$ cat config.mk
export PLATFORM = sky130hd
export DESIGN_NAME = terminal_escape_sequence_parser
export DESIGN_NICKNAME = d
export VERILOG_FILES = /design/src/design/tesp_pkg.sv /design/src/design/terminal_escape_sequence_parser.sv /design/src/design/tesp_ctrl.sv /design/src/design/tesp_dp.sv
export SDC_FILE = /design/constraint.sdc
export NUM_CORES = 2
export LEC_CHECK = 0
export BUFFER_PORTS_ARGS = -buffer_cell sky130_fd_sc_hd__buf_2
export CORE_ASPECT_RATIO = 0.5
export CORE_UTILIZATION = 60
export DETAILED_ROUTE_END_ITERATION = 7
export GPL_ROUTABILITY_DRIVEN = 0
export PLACE_DENSITY = 0.79
export SLEW_MARGIN = 20
export SYNTH_ARGS = -nofsm -noshare
export SYNTH_HDL_FRONTEND = slang
export SYNTH_SLANG_ARGS = --single-unit
$ cat constraint.sdc
create_clock -name clk -period 7.38 [get_ports clk]
set_input_delay 0.738 -clock clk [delete_from_list [all_inputs] [get_ports clk]]
set_output_delay 0.738 -clock clk [all_outputs]
set_load 0.005 [all_outputs]
$ cat src/design/tesp_pkg.sv
// Shared types and constants for the terminal escape sequence parser.
`default_nettype none
package tesp_pkg;
	localparam int MaxParams = 16;
	localparam int OscDepth = 64;
	localparam int ArgIdxW = $clog2(MaxParams);
	localparam int ArgCntW = $clog2(MaxParams + 1);
	localparam int OscIdxW = (OscDepth > 1) ? $clog2(OscDepth) : 1;
	localparam int OscCntW = $clog2(OscDepth + 1);
	localparam int CodeW = 21;
	localparam int ValW = 17;

	localparam logic [2:0] EV_CONTROL = 3'd0;
	localparam logic [2:0] EV_ESCAPE = 3'd1;
	localparam logic [2:0] EV_CSI = 3'd2;
	localparam logic [2:0] EV_PRINT = 3'd3;
	localparam logic [2:0] EV_OSC = 3'd4;

	typedef enum logic [7:0] {
		ST_GROUND = 8'b0000_0001,
		ST_ESC = 8'b0000_0010,
		ST_ESC_INT = 8'b0000_0100,
		ST_CSI_ENTRY = 8'b0000_1000,
		ST_CSI_IGNORE = 8'b0001_0000,
		ST_CSI_PARAM = 8'b0010_0000,
		ST_CSI_INT = 8'b0100_0000,
		ST_OSC = 8'b1000_0000
	} pstate_t;

	// Commands from controller to datapath.
	typedef struct packed {
		logic clear;
		logic keep_int;
		logic take_param;
		logic osc_push;
		logic load_ev;
		logic [2:0] ev_kind;
		logic [CodeW-1:0] ev_code;
		logic start_burst;
	} tesp_cmd_t;

	// Status from datapath to controller.
	typedef struct packed {
		logic busy;
	} tesp_sts_t;
endpackage
`default_nettype wire

$ cat src/design/terminal_escape_sequence_parser.sv
// Top level of the terminal escape sequence parser.
// A print, control or escape event is registered and appears in the cycle after its character transfer.
// A CSI or OSC dispatch emits its results one after another, each after a read wait (pend_q).
// Input takes one character per cycle while no burst runs and no result waits; a dispatch
// blocks input until its last result is out, as the argument and OSC stores give one entry at a time.
// Reset (arst_n low) returns to ground and clears the collected data; OSC store is not cleared.
`default_nettype none
module terminal_escape_sequence_parser import tesp_pkg::*; (
	input wire logic clk,
	input wire logic arst_n,
	input wire logic s_tvalid,
	output logic s_tready,
	input wire logic [23:0] s_tdata, // [20:0] char_code, upper bits zero
	output logic m_tvalid,
	input wire logic m_tready,
	output logic [63:0] m_tdata, // [2:0] event_kind, [23:3] code, [30:24] intermediate,
	                             // [37:31] item_count, [43:38] item_index, [60:44] item_value
	output logic m_tlast
);
	tesp_cmd_t cmd;
	tesp_sts_t sts;
	logic osc_full, in_fire;
	logic [2:0] k;
	logic [CodeW-1:0] cd;
	logic [6:0] it, ct;
	logic [5:0] ix;
	logic [ValW-1:0] vl;

	// Accept a character only when no burst runs and the output slot is free or draining.
	assign s_tready = !sts.busy && (!m_tvalid || m_tready);
	assign in_fire = s_tvalid && s_tready;

	tesp_ctrl u_ctrl (
		.clk(clk), .arst_n(arst_n), .in_fire(in_fire), .c(s_tdata[CodeW-1:0]),
		.osc_full(osc_full), .cmd(cmd)
	);

	tesp_dp u_dp (
		.clk(clk), .arst_n(arst_n), .c(s_tdata[CodeW-1:0]), .cmd(cmd),
		.out_ready(m_tready), .sts(sts), .osc_full(osc_full), .out_valid(m_tvalid),
		.o_kind(k), .o_code(cd), .o_inter(it), .o_count(ct), .o_index(ix),
		.o_value(vl), .o_last(m_tlast)
	);

	assign m_tdata = {3'b000, vl, ix, ct, it, cd, k};
endmodule
`default_nettype wire

$ cat src/design/tesp_ctrl.sv
// Parser state machine: classifies each character and issues datapath commands.
`default_nettype none
module tesp_ctrl import tesp_pkg::*; (
	input wire logic clk,
	input wire logic arst_n,
	input wire logic in_fire,
	input wire logic [CodeW-1:0] c,
	input wire logic osc_full,
	output tesp_cmd_t cmd
);
	pstate_t state_q, nxt;
	logic go, clr;

	always_comb begin
		logic is_int, is_dig, is_fin;
		cmd = '0;
		cmd.ev_code = c;
		nxt = state_q;
		go = 1'b0;
		is_int = (c >= 21'h20) && (c <= 21'h2f);
		is_dig = ((c >= 21'h30) && (c <= 21'h39)) || (c == 21'h3b);
		is_fin = (c >= 21'h40) && (c <= 21'h7e);
		if (c == 21'h00 || c == 21'h7f) begin
		end else if (c == 21'h18 || c == 21'h1a) begin
			cmd.load_ev = 1'b1; cmd.ev_kind = EV_CONTROL; nxt = ST_GROUND; go = 1'b1;
		end else if (c == 21'h1b) begin
			nxt = ST_ESC; go = 1'b1;
		end else if (c < 21'h20 && !(c == 21'h07 && state_q == ST_OSC)) begin
			cmd.load_ev = 1'b1; cmd.ev_kind = EV_CONTROL;
		end else begin
			case (state_q)
				ST_GROUND: begin
					if (c >= 21'h20) begin
						cmd.load_ev = 1'b1; cmd.ev_kind = EV_PRINT;
					end
				end
				ST_ESC: begin
					if (c == 21'h21) begin
						nxt = ST_OSC; go = 1'b1;
					end else if (is_int) begin
						cmd.keep_int = 1'b1; nxt = ST_ESC_INT; go = 1'b1;
					end else if (c == 21'h50 || c == 21'h5d || c == 21'h5e || c == 21'h5f
						|| c == 21'h6b) begin
						nxt = ST_OSC; go = 1'b1;
					end else if (c == 21'h5b) begin
						nxt = ST_CSI_ENTRY; go = 1'b1;
					end else if (c >= 21'h30 && c <= 21'h7e && c != 21'h58) begin
						cmd.load_ev = 1'b1; cmd.ev_kind = EV_ESCAPE; nxt = ST_GROUND; go = 1'b1;
					end
				end
				ST_ESC_INT: begin
					if (is_int) begin
						cmd.keep_int = 1'b1;
					end else if (c >= 21'h30 && c <= 21'h7e) begin
						cmd.load_ev = 1'b1; cmd.ev_kind = EV_ESCAPE; nxt = ST_GROUND; go = 1'b1;
					end
				end
				ST_CSI_ENTRY: begin
					if (is_int) begin
						cmd.keep_int = 1'b1; nxt = ST_CSI_INT; go = 1'b1;
					end else if (c == 21'h3a) begin
						nxt = ST_CSI_IGNORE; go = 1'b1;
					end else if (is_dig) begin
						cmd.take_param = 1'b1; nxt = ST_CSI_PARAM; go = 1'b1;
					end else if (c >= 21'h3c && c <= 21'h3f) begin
						cmd.keep_int = 1'b1; nxt = ST_CSI_PARAM; go = 1'b1;
					end else if (is_fin) begin
						cmd.start_burst = 1'b1; cmd.ev_kind = EV_CSI; nxt = ST_GROUND; go = 1'b1;
					end
				end
				ST_CSI_IGNORE: begin
					if (is_fin) begin
						nxt = ST_GROUND; go = 1'b1;
					end
				end
				ST_CSI_PARAM: begin
					if (is_dig) begin
						cmd.take_param = 1'b1;
					end else if (c == 21'h3a || (c >= 21'h3c && c <= 21'h3f)) begin
						nxt = ST_CSI_IGNORE; go = 1'b1;
					end else if (is_int) begin
						cmd.keep_int = 1'b1; nxt = ST_CSI_INT; go = 1'b1;
					end else if (is_fin) begin
						cmd.start_burst = 1'b1; cmd.ev_kind = EV_CSI; nxt = ST_GROUND; go = 1'b1;
					end
				end
				ST_CSI_INT: begin
					if (is_int) begin
						cmd.keep_int = 1'b1;
					end else if (c >= 21'h30 && c <= 21'h3f) begin
						nxt = ST_CSI_IGNORE; go = 1'b1;
					end else if (is_fin) begin
						cmd.start_burst = 1'b1; cmd.ev_kind = EV_CSI; nxt = ST_GROUND; go = 1'b1;
					end
				end
				ST_OSC: begin
					if (c == 21'h07) begin
						cmd.start_burst = 1'b1; cmd.ev_kind = EV_OSC; nxt = ST_GROUND; go = 1'b1;
					end else if (c >= 21'h20 && c <= 21'h7e && !osc_full) begin
						cmd.osc_push = 1'b1;
					end
				end
				default: nxt = ST_GROUND;
			endcase
		end
		clr = go && (nxt == ST_ESC || nxt == ST_CSI_ENTRY || nxt == ST_OSC);
		cmd.clear = clr;
		if (!in_fire) cmd = '0;
	end

	always_ff @(posedge clk or negedge arst_n) begin
		if (!arst_n) begin
			state_q <= ST_GROUND;
		end else if (in_fire) begin
			state_q <= nxt;
		end
	end

	assert property (@(posedge clk) disable iff (!arst_n) $onehot(state_q))
		else $error("parser state not one-hot");
	assert property (@(posedge clk) disable iff (!arst_n)
		cmd.start_burst |=> state_q == ST_GROUND)
		else $error("dispatch did not return to ground");
	assert property (@(posedge clk) disable iff (!arst_n)
		!(cmd.start_burst && cmd.load_ev))
		else $error("two events from one character");
endmodule
`default_nettype wire

$ cat src/design/tesp_dp.sv
// Datapath: collected data, argument and OSC stores, and the output register.
`default_nettype none
module tesp_dp import tesp_pkg::*; (
	input wire logic clk,
	input wire logic arst_n,
	input wire logic [CodeW-1:0] c,
	input wire tesp_cmd_t cmd,
	input wire logic out_ready,
	output tesp_sts_t sts,
	output logic osc_full,
	output logic out_valid,
	output logic [2:0] o_kind,
	output logic [CodeW-1:0] o_code,
	output logic [6:0] o_inter,
	output logic [6:0] o_count,
	output logic [5:0] o_index,
	output logic [ValW-1:0] o_value,
	output logic o_last
);
	logic [6:0] inter_q;
	logic [ArgCntW-1:0] argc_q;
	logic [ValW-1:0] args_q [MaxParams];
	logic [OscCntW-1:0] oscc_q;
	logic [6:0] osc_mem [OscDepth];
	logic [6:0] osc_rd_q;
	logic burst_q, is_osc_q, oval_q, pend_q;
	logic [6:0] idx_q, tot_q;
	logic [ValW-1:0] arg_rd;
	logic out_free;
	logic emit;
	logic [ArgIdxW-1:0] cur;

	assign osc_full = (oscc_q == OscCntW'(OscDepth));
	assign out_free = !oval_q || out_ready;
	assign emit = burst_q && !pend_q && out_free;
	assign sts.busy = burst_q || pend_q;
	assign out_valid = oval_q;
	assign cur = (argc_q == '0) ? '0 : ArgIdxW'(argc_q - 1'b1);
	assign arg_rd = args_q[idx_q[ArgIdxW-1:0]];

	always_ff @(posedge clk or negedge arst_n) begin
		if (!arst_n) begin
			inter_q <= '0;
			argc_q <= '0;
			oscc_q <= '0;
			for (int i = 0; i < MaxParams; i++) args_q[i] <= '0;
		end else if (cmd.clear) begin
			inter_q <= '0;
			argc_q <= '0;
			oscc_q <= '0;
			for (int i = 0; i < MaxParams; i++) args_q[i] <= '0;
		end else begin
			if (cmd.keep_int && inter_q == '0) inter_q <= c[6:0];
			if (cmd.osc_push) oscc_q <= oscc_q + 1'b1;
			if (cmd.take_param) begin
				if (c == 21'h3b) begin
					if (argc_q == '0) argc_q <= ArgCntW'(2);
					else if (argc_q < ArgCntW'(MaxParams)) argc_q <= argc_q + 1'b1;
				end else begin
					if (argc_q == '0) argc_q <= ArgCntW'(1);
					if (args_q[cur] < ValW'(9999))
						args_q[cur] <= ValW'(args_q[cur] * 10) + ValW'(c[3:0]);
				end
			end
		end
	end

	// OSC character store and its registered read port.
	always_ff @(posedge clk) begin
		if (cmd.osc_push) osc_mem[oscc_q[OscIdxW-1:0]] <= c[6:0];
		osc_rd_q <= osc_mem[idx_q[OscIdxW-1:0]];
	end

	// The output slot fills on a single event or a burst step and empties when taken.
	always_ff @(posedge clk or negedge arst_n) begin
		if (!arst_n) begin
			oval_q <= 1'b0;
		end else if (cmd.load_ev || emit) begin
			oval_q <= 1'b1;
		end else if (out_ready) begin
			oval_q <= 1'b0;
		end
	end

	// Burst sequencer: pend_q spends one cycle letting the read register fill.
	always_ff @(posedge clk or negedge arst_n) begin
		if (!arst_n) begin
			burst_q <= 1'b0;
			pend_q <= 1'b0;
			is_osc_q <= 1'b0;
			idx_q <= '0;
			tot_q <= '0;
			o_kind <= '0;
			o_code <= '0;
			o_inter <= '0;
			o_count <= '0;
			o_index <= '0;
			o_value <= '0;
			o_last <= 1'b0;
		end else begin
			if (cmd.load_ev) begin
				o_kind <= cmd.ev_kind;
				o_code <= cmd.ev_code;
				o_inter <= (cmd.ev_kind == EV_ESCAPE) ? inter_q : 7'd0;
				o_count <= (cmd.ev_kind == EV_ESCAPE && inter_q != '0) ? 7'd1 : 7'd0;
				o_index <= '0;
				o_value <= '0;
				o_last <= 1'b1;
			end else if (cmd.start_burst) begin
				burst_q <= 1'b1;
				pend_q <= 1'b1;
				is_osc_q <= (cmd.ev_kind == EV_OSC);
				o_kind <= cmd.ev_kind;
				o_code <= cmd.ev_code;
				o_inter <= inter_q;
				idx_q <= '0;
				tot_q <= (cmd.ev_kind == EV_OSC) ? 7'(oscc_q) : 7'(argc_q);
			end else if (pend_q) begin
				pend_q <= 1'b0;
			end else if (emit) begin
				o_count <= tot_q;
				o_index <= idx_q[5:0];
				o_value <= (tot_q == '0) ? '0 :
					(is_osc_q ? ValW'(osc_rd_q) : arg_rd);
				o_last <= (tot_q == '0) || (idx_q == tot_q - 1'b1);
				if ((tot_q == '0) || (idx_q == tot_q - 1'b1)) begin
					burst_q <= 1'b0;
				end else begin
					idx_q <= idx_q + 1'b1;
					pend_q <= 1'b1;
				end
			end
		end
	end

	assert property (@(posedge clk) disable iff (!arst_n)
		pend_q |-> burst_q)
		else $error("read wait outside a burst");
	assert property (@(posedge clk) disable iff (!arst_n)
		burst_q && !pend_q |-> idx_q <= tot_q)
		else $error("burst index past count");
	assert property (@(posedge clk) disable iff (!arst_n)
		argc_q <= ArgCntW'(MaxParams))
		else $error("argument count overflow");
endmodule
`default_nettype wire
### Word-level counts from Yosys, hierarchy flattened

Memory sizes are Yosys's and may differ from the RTL's. A register that Yosys moved wholly into a read port is not among the register bits.
Cells that the tools add are included.

* output and inout bits: 67
* bits in writable memories: 448
* memories kept: 1
* register bits after elaboration: 379
* input port bits: 28

* bitwise gates (word level): 3
* mux-type cells: 170
* reductions and logical operators: 61
* eq/ne operators: 35
* add/subtract/negate cells: 6
* order comparisons: 14
* multiply operators: 1

Memories
* u_dp.osc_mem: depth 64, width 7, read ports 1, clocked after Yosys merged registers in 1, wr ports 1, line tesp_dp.sv:24 `logic [6:0] osc_mem [OscDepth];`

Operators with widths (count)
* 272-bit two-way mux: 4
* 272-bit bitwise mux: 1
* 17-bit two-way mux: 11
* 8-bit two-way mux: 22
* 21-bit by 7-bit equality test with 1-bit output (second input constant): 7
* 17-bit binary-select mux with 4-bit select: 2
* 7-bit two-way mux: 18
* 17-bit demux with 4-bit select: 1
* 1-bit two-way mux: 64
* 8-bit one-hot mux with 8 select lines: 1
* 21-bit by 5-bit equality test with 1-bit output (second input constant): 3
* 21-bit by 6-bit equality test with 1-bit output (second input constant): 3
* 21-bit by 6-bit >= comparator with 1-bit output (second input constant): 3
* 21-bit by 6-bit less-or-equal comparator with 1-bit output (second input constant): 3
* 4-bit two-way mux: 11
* 21-bit two-way mux: 2
* 3-bit two-way mux: 12
* 30-bit two-way mux: 1
* 5-bit two-way mux: 6
* 6-bit two-way mux: 4
* 21-bit by 3-bit equality test with 1-bit output (second input constant): 1
* 21-bit by 7-bit >= comparator with 1-bit output (second input constant): 1
* 21-bit by 7-bit less-or-equal comparator with 1-bit output (second input constant): 1
* 21-bit logical NOT: 1
* 46 further kinds: 107

### Longest topological paths before layout

* word-level depth: 22
* mapped depth: 26

### Hierarchy

From an unflattened synthesis, not the netlist that was laid out.

* cells, all modules: 3272
* area total of the unflattened synthesis: 41398.5 µm²

By module, submodules not included
* tesp_dp: area each 39686.8 µm², cells an instance 3040, instances 1, sequential area each 22876.9 µm²
* tesp_ctrl: area each 1655.3 µm², cells an instance 225, instances 1, sequential area each 201.4 µm²
* terminal_escape_sequence_parser: area each 56.3 µm², cells an instance 7, instances 1, sequential area each 0.0 µm²

### Worst setup path before layout

Ideal clock, no wire load.

* path type: reg-to-reg
* start point: reg u_dp.argc_q[0]
* end point: reg u_dp.args_q[100] (netlist bit)
* period minus slack after synthesis: 5.539 ns
* required time: 7.308 ns
* setup slack: 1.841 ns
* buffers on the path: 3
* data arrival time: 5.467 ns
* stages on the path, launching flop included: 26
* cell sequence: dfrtp_1 -> inv_1 -> ha_1 -> nor4b_2 -> clkbuf_1 -> a21oi_1 -> buf_1 -> o22ai_1 -> o21ai_0 -> nand4_1 -> inv_1 -> ha_1 -> ha_1 -> inv_1 -> fa_1 -> nor2b_1 -> o311ai_0 -> a21oi_1 -> a31o_2 -> a21oi_1 -> xnor2_1 -> nor4_1 -> xor2_1 -> clkbuf_1 -> a21oi_1 -> nor2_1

* cells in the longest elaborated chain, start to end: 13
* elaborated cells between the ends (all ways): 22
* those cells by class: add/sub: 2; mul: 1; order compare: 3; mux: 11; bitwise: 1; reduce/logical: 4

RTL lines
* from (decl): line tesp_dp.sv:21 `logic [ArgCntW-1:0] argc_q;`
* from (signal assigned): line tesp_dp.sv:57 `if (argc_q == '0) argc_q <= ArgCntW'(2);`
* from (signal assigned): line tesp_dp.sv:58 `else if (argc_q < ArgCntW'(MaxParams)) argc_q <= argc_q + 1'b1;`
* from (signal assigned): line tesp_dp.sv:60 `if (argc_q == '0) argc_q <= ArgCntW'(1);`
* 4-bit by 1-bit subtractor with 4-bit output / 5-bit logical NOT (equally long branches): line tesp_dp.sv:38 `assign cur = (argc_q == '0) ? '0 : ArgIdxW'(argc_q - 1'b1);`
* 4-bit two-way mux (*): line tesp_dp.sv:38
* 4-bit NOT with 5-bit output (implied by the code) (*): line tesp_dp.sv:61, tesp_dp.sv:62
* 17-bit binary-select mux with 4-bit select: line tesp_dp.sv:61, tesp_dp.sv:62
* 17-bit two-way mux (implied by the code) (2 in a row): line tesp_dp.sv:61, tesp_dp.sv:62
* 17-bit by 3-bit multiplier with 16-bit output: line tesp_dp.sv:62 `args_q[cur] <= ValW'(args_q[cur] * 10) + ValW'(c[3:0]);`
* 17-bit by 4-bit adder with 17-bit output: line tesp_dp.sv:62
* 272-bit bitwise mux: line tesp_dp.sv:62
* 272-bit two-way mux: line tesp_dp.sv:61 `if (args_q[cur] < ValW'(9999))`
* 272-bit two-way mux: line tesp_dp.sv:56 `if (c == 21'h3b) begin`
* 272-bit two-way mux: line tesp_dp.sv:55 `if (cmd.take_param) begin`
* 272-bit two-way mux: line tesp_dp.sv:47 `end else if (cmd.clear) begin`
* to (signal, indexed assignment): line tesp_dp.sv:62
* to (decl): line tesp_dp.sv:22 `logic [ValW-1:0] args_q [MaxParams];`

Mark *: on every way between the ends. The rest lies on a longest branch, timed or not. The select of a mux whose other input is x is not followed.
A chain may end at the register's enable or synchronous reset.

### Final worst setup path

* start point: reg u_dp.argc_q[0]
* end point: reg u_dp.args_q[15] (netlist bit)

The elaborated chain is that of the path after synthesis.

==> impl_metrics.toml <==
[grt]
grt_pass1_wl_um = 159300
grt_use_total_pct = 32.07
grt_max_degree = 156
grt_pass1_vias = 25810
antenna_found_initial = 3
grt-ovfl-total = 0

[logic_synthesis]
seq_area_frac_synth_pct = 58.99
synthTopCellsByArea = "edfxtp_1, dfrtp_1, mux4_2, mux2i_1, nor2_1"
post-synth-top-count-cell = "edfxtp_1"
synth-seq-cells = 834
syn_inst = 2837
yosysWarningCount = 0
syn_avg_cell_area_um2 = 13.79
synth_top_area_share_pct = 34.39
yosysTopAreaCell = "edfxtp_1"
synthArstFlopShare_pct = 45.44
synth_common_cells = "edfxtp_1, nor2_1, dfrtp_1"
synth.distinct_cells = 76
synth-edff-count = 448
syn_area_um2 = 39120
synthFlopType = "edfxtp_1"

[critical_path]
required_ps = 7930
path_max_fanout = 37
cp-end-kind = "flip-flop"
cp-start-kind = "flip-flop"
slowest_stage = "nor4b_2"
arrival_ps = 7040
crit_chain = "inv_1 > ha_1 > nor4b_2 > nor3_2 > buf_4 > a22oi_1 > a21oi_1 > or4_1 > ha_1 > ha_1 > nor2b_1 > o311ai_0 > a21oi_1 > a31o_2 > a21oi_1 > xnor2_1 > nor4_1 > xor2_1 > buf_4 > a21oi_1 > nor2_1"
cp_common_cell = "a21oi_1"
crit_path_max_incr_delay_ps = 690
r2r_slack_ps = 890
path_class = "flip-flop to flip-flop"

[power_and_ir_drop]
p_total_mw = 9.049
power_density_nw_per_um2 = 211.1
sequentialPowerShare_pct = 54.8
leakage_nw = 15.81
power.switching_mw = 1.992
p_sw_share_pct = 22.01
peakVddDrop_uv = 168.8
p_int_mw = 7.057
combPwrFrac_pct = 2.6
clkPwrFrac_pct = 42.5

[timing]
tightest_slew_ps = 1082
fin_setup_tns_ps = 0
setup_viol = 0
period_share_pct = 87.92
slew_headroom_pct = 27.67
hold_violations = 0
grt_setup_unrepaired = "no"
min_period_ps = 6489
slew_violations = 0
max_freq_mhz = 154.1
clock_skew_ps = 27.32

[floorplanning]
dieArea_um2 = 66290
placementRows = 65
core_area_um2 = 63760
ioPinCount = 95
dieWidth_um = 363.1
start_util_pct = 61.36
die_h_um = 182.6

[cells_and_area]
layout.nets = 2941
syn2layout_area_growth_pct = 9.563
drive_gt1_share_pct = 19.34
num-fill-cells = 4344
finish.instance_area_um2 = 42860

[clock_network]
cts.clk_slew.worst_paths_ps = 70
cts.sinks = 834
cts_made_buffers = 73
clockBufferDepth = 3
clk_latency_ps = 650
cts.repair.resized = 0
h-tree-depth = 3
cts_tree = "yes"
hold_buffers = 0
cts_setup_buffers = 0
clockRootBuffer = "clkbuf_16"

[detailed_routing]
drt-initial-drc-count = 3416
vias = 26210
routed_via_density = 6.889
antenna_left = 0
routed_wl_um = 104900
drcViolationCount = 0
drtPass1Iterations = 6
detail_route.wl_per_cell_um = 27.58

[place]
placed_area_um2 = 40500
dpl.hpwl_um = 62790
port_buffers = 88

[outcome]
status = "completed"

[flow_run]
drv_cap = 0

[min_path]
hp-class = "input pin to asynchronous set/reset pin"
## state kept, by name, summed over array words and instances, names as in the netlist
| signal | flops |
|---|---|
| u_dp.o_index | 6 |
| u_dp.o_inter | 7 |
| u_dp.argc_q | 5 |
| u_ctrl.state_q | 8 |
| u_dp.tot_q | 7 |
| u_dp.burst_q | 1 |
| u_dp.out_valid | 1 |
| u_dp.idx_q | 7 |
| u_dp.o_last | 1 |
| u_dp.is_osc_q | 1 |
| u_dp.pend_q | 1 |
| u_dp.args_q | 272 |
| u_dp.osc_rd_q | 7 |
| u_dp.o_value | 17 |
| u_dp.o_kind | 3 |
| u_dp.o_count | 7 |
| u_dp.osc_mem | 448 |
| u_dp.o_code | 21 |
| u_dp.inter_q | 7 |
| u_dp.oscc_q | 7 |
## power by group through the flow
stage | clock [mW] | sequential [mW] | combinational [mW]
finish | 3.85 | 4.96 | 0.240
global placement | 0 | 5.05 | 0.231
floorplan | 0 | 5.06 | 0.0794
detailed placement | 0 | 5.06 | 0.240
CTS | 3.87 | 4.96 | 0.241
global route | 4.05 | 4.96 | 0.265
## layout make-up
type                       count  area (um^2)  share of cell area [%]
inverter                      49        183.9                  0.4291
multi-input combinational   1743        14980                   34.94
sequential                   834        23090                   53.87
clock inverter                31        331.6                  0.7736
clock buffer                  99         2016                   4.703
antenna                        3        7.507                 0.01751
timing repair buffer         175         1166                   2.721
tap                          871         1090                   2.543
## critical path, delay by kind of cell (launching register included)
family | cells | cell delay (ps)
AO/OA/AOI/OAI | 7 | 1710
XOR/XNOR | 2 | 330
adder cells (fa/ha/maj) | 3 | 940
buffers and inverters | 3 | 810
flip-flops | 1 | 380
AND/OR/NAND/NOR | 6 | 2180
## layer usage
| metal | up-vias | global-route usage (%) | routed length (um) |
|---|---|---|---|
| li1 | 10850 | - | - |
| met1 | 13320 | 44.78 | 40370 |
| met2 | 1727 | 50.37 | 49640 |
| met3 | 314 | 6.444 | 10730 |
| met4 | 2 | 12.27 | 4179 |
| met5 | - | 0 | 13 |
## final timing paths
check / cells after the start / from / endpoint
max: 21 / u_dp.argc_q[0]$_DFFE_PN0P_ / u_dp.args_q[15]$_DFFE_PN0P_
min: 1 / arst_n / u_dp.args_q[269]$_DFFE_PN0P_
max reg2reg: 21 / u_dp.argc_q[0]$_DFFE_PN0P_ / u_dp.args_q[15]$_DFFE_PN0P_
min reg2reg: 2 / u_dp.o_value[9]$_DFFE_PN0P_ / u_dp.o_value[9]$_DFFE_PN0P_
max in group asynchronous: 2 / arst_n / u_ctrl.state_q[3]$_DFFE_PN0P_
min in group clk: 3 / s_tdata[14] / u_dp.o_code[14]$_DFFE_PN0P_
## cells in the final DEF, fill, tap and decap left out, types with 21 or more instances in the layout
cell type and n:
o21ai_0 100, xnor2_1 25, inv_1 49, nand3_1 27, clkbuf_16 74, o22ai_1 63, a22oi_1 87, buf_2 87
ha_1 35, nor3_1 23, xor2_1 21, edfxtp_1 448, dfrtp_1 374, nand4_1 24, buf_4 82, mux2i_1 228
mux4_2 232, a21oi_1 111, nand2_1 139, nor2_1 385
## per-stage QoR
step	utilization, %	hold slack, ps	worst slack, ps	instances
after floorplan	-	442.4	1841	2839
after global placement	63.51	457.2	1271	3672
after detailed placement	63.52	464.7	1101	3672
after CTS	67.20	134.8	1017	3802
after global routing	67.21	166.0	448.1	3802
final	67.22	123.2	891.4	3805
## cells by family after synthesis
family / after synthesis / share of synthesized area (%)
AO/OA/AOI/OAI: 455 / 7.366
other: 1 / 0.009586
adder cells (fa/ha/maj): 37 / 1.222
multiplexers: 460 / 19.19
flip-flops: 834 / 58.99
XOR/XNOR: 47 / 1.052
AND/OR/NAND/NOR: 741 / 9.272
buffers and inverters: 262 / 2.898
(Power assumes the default switching activity.)
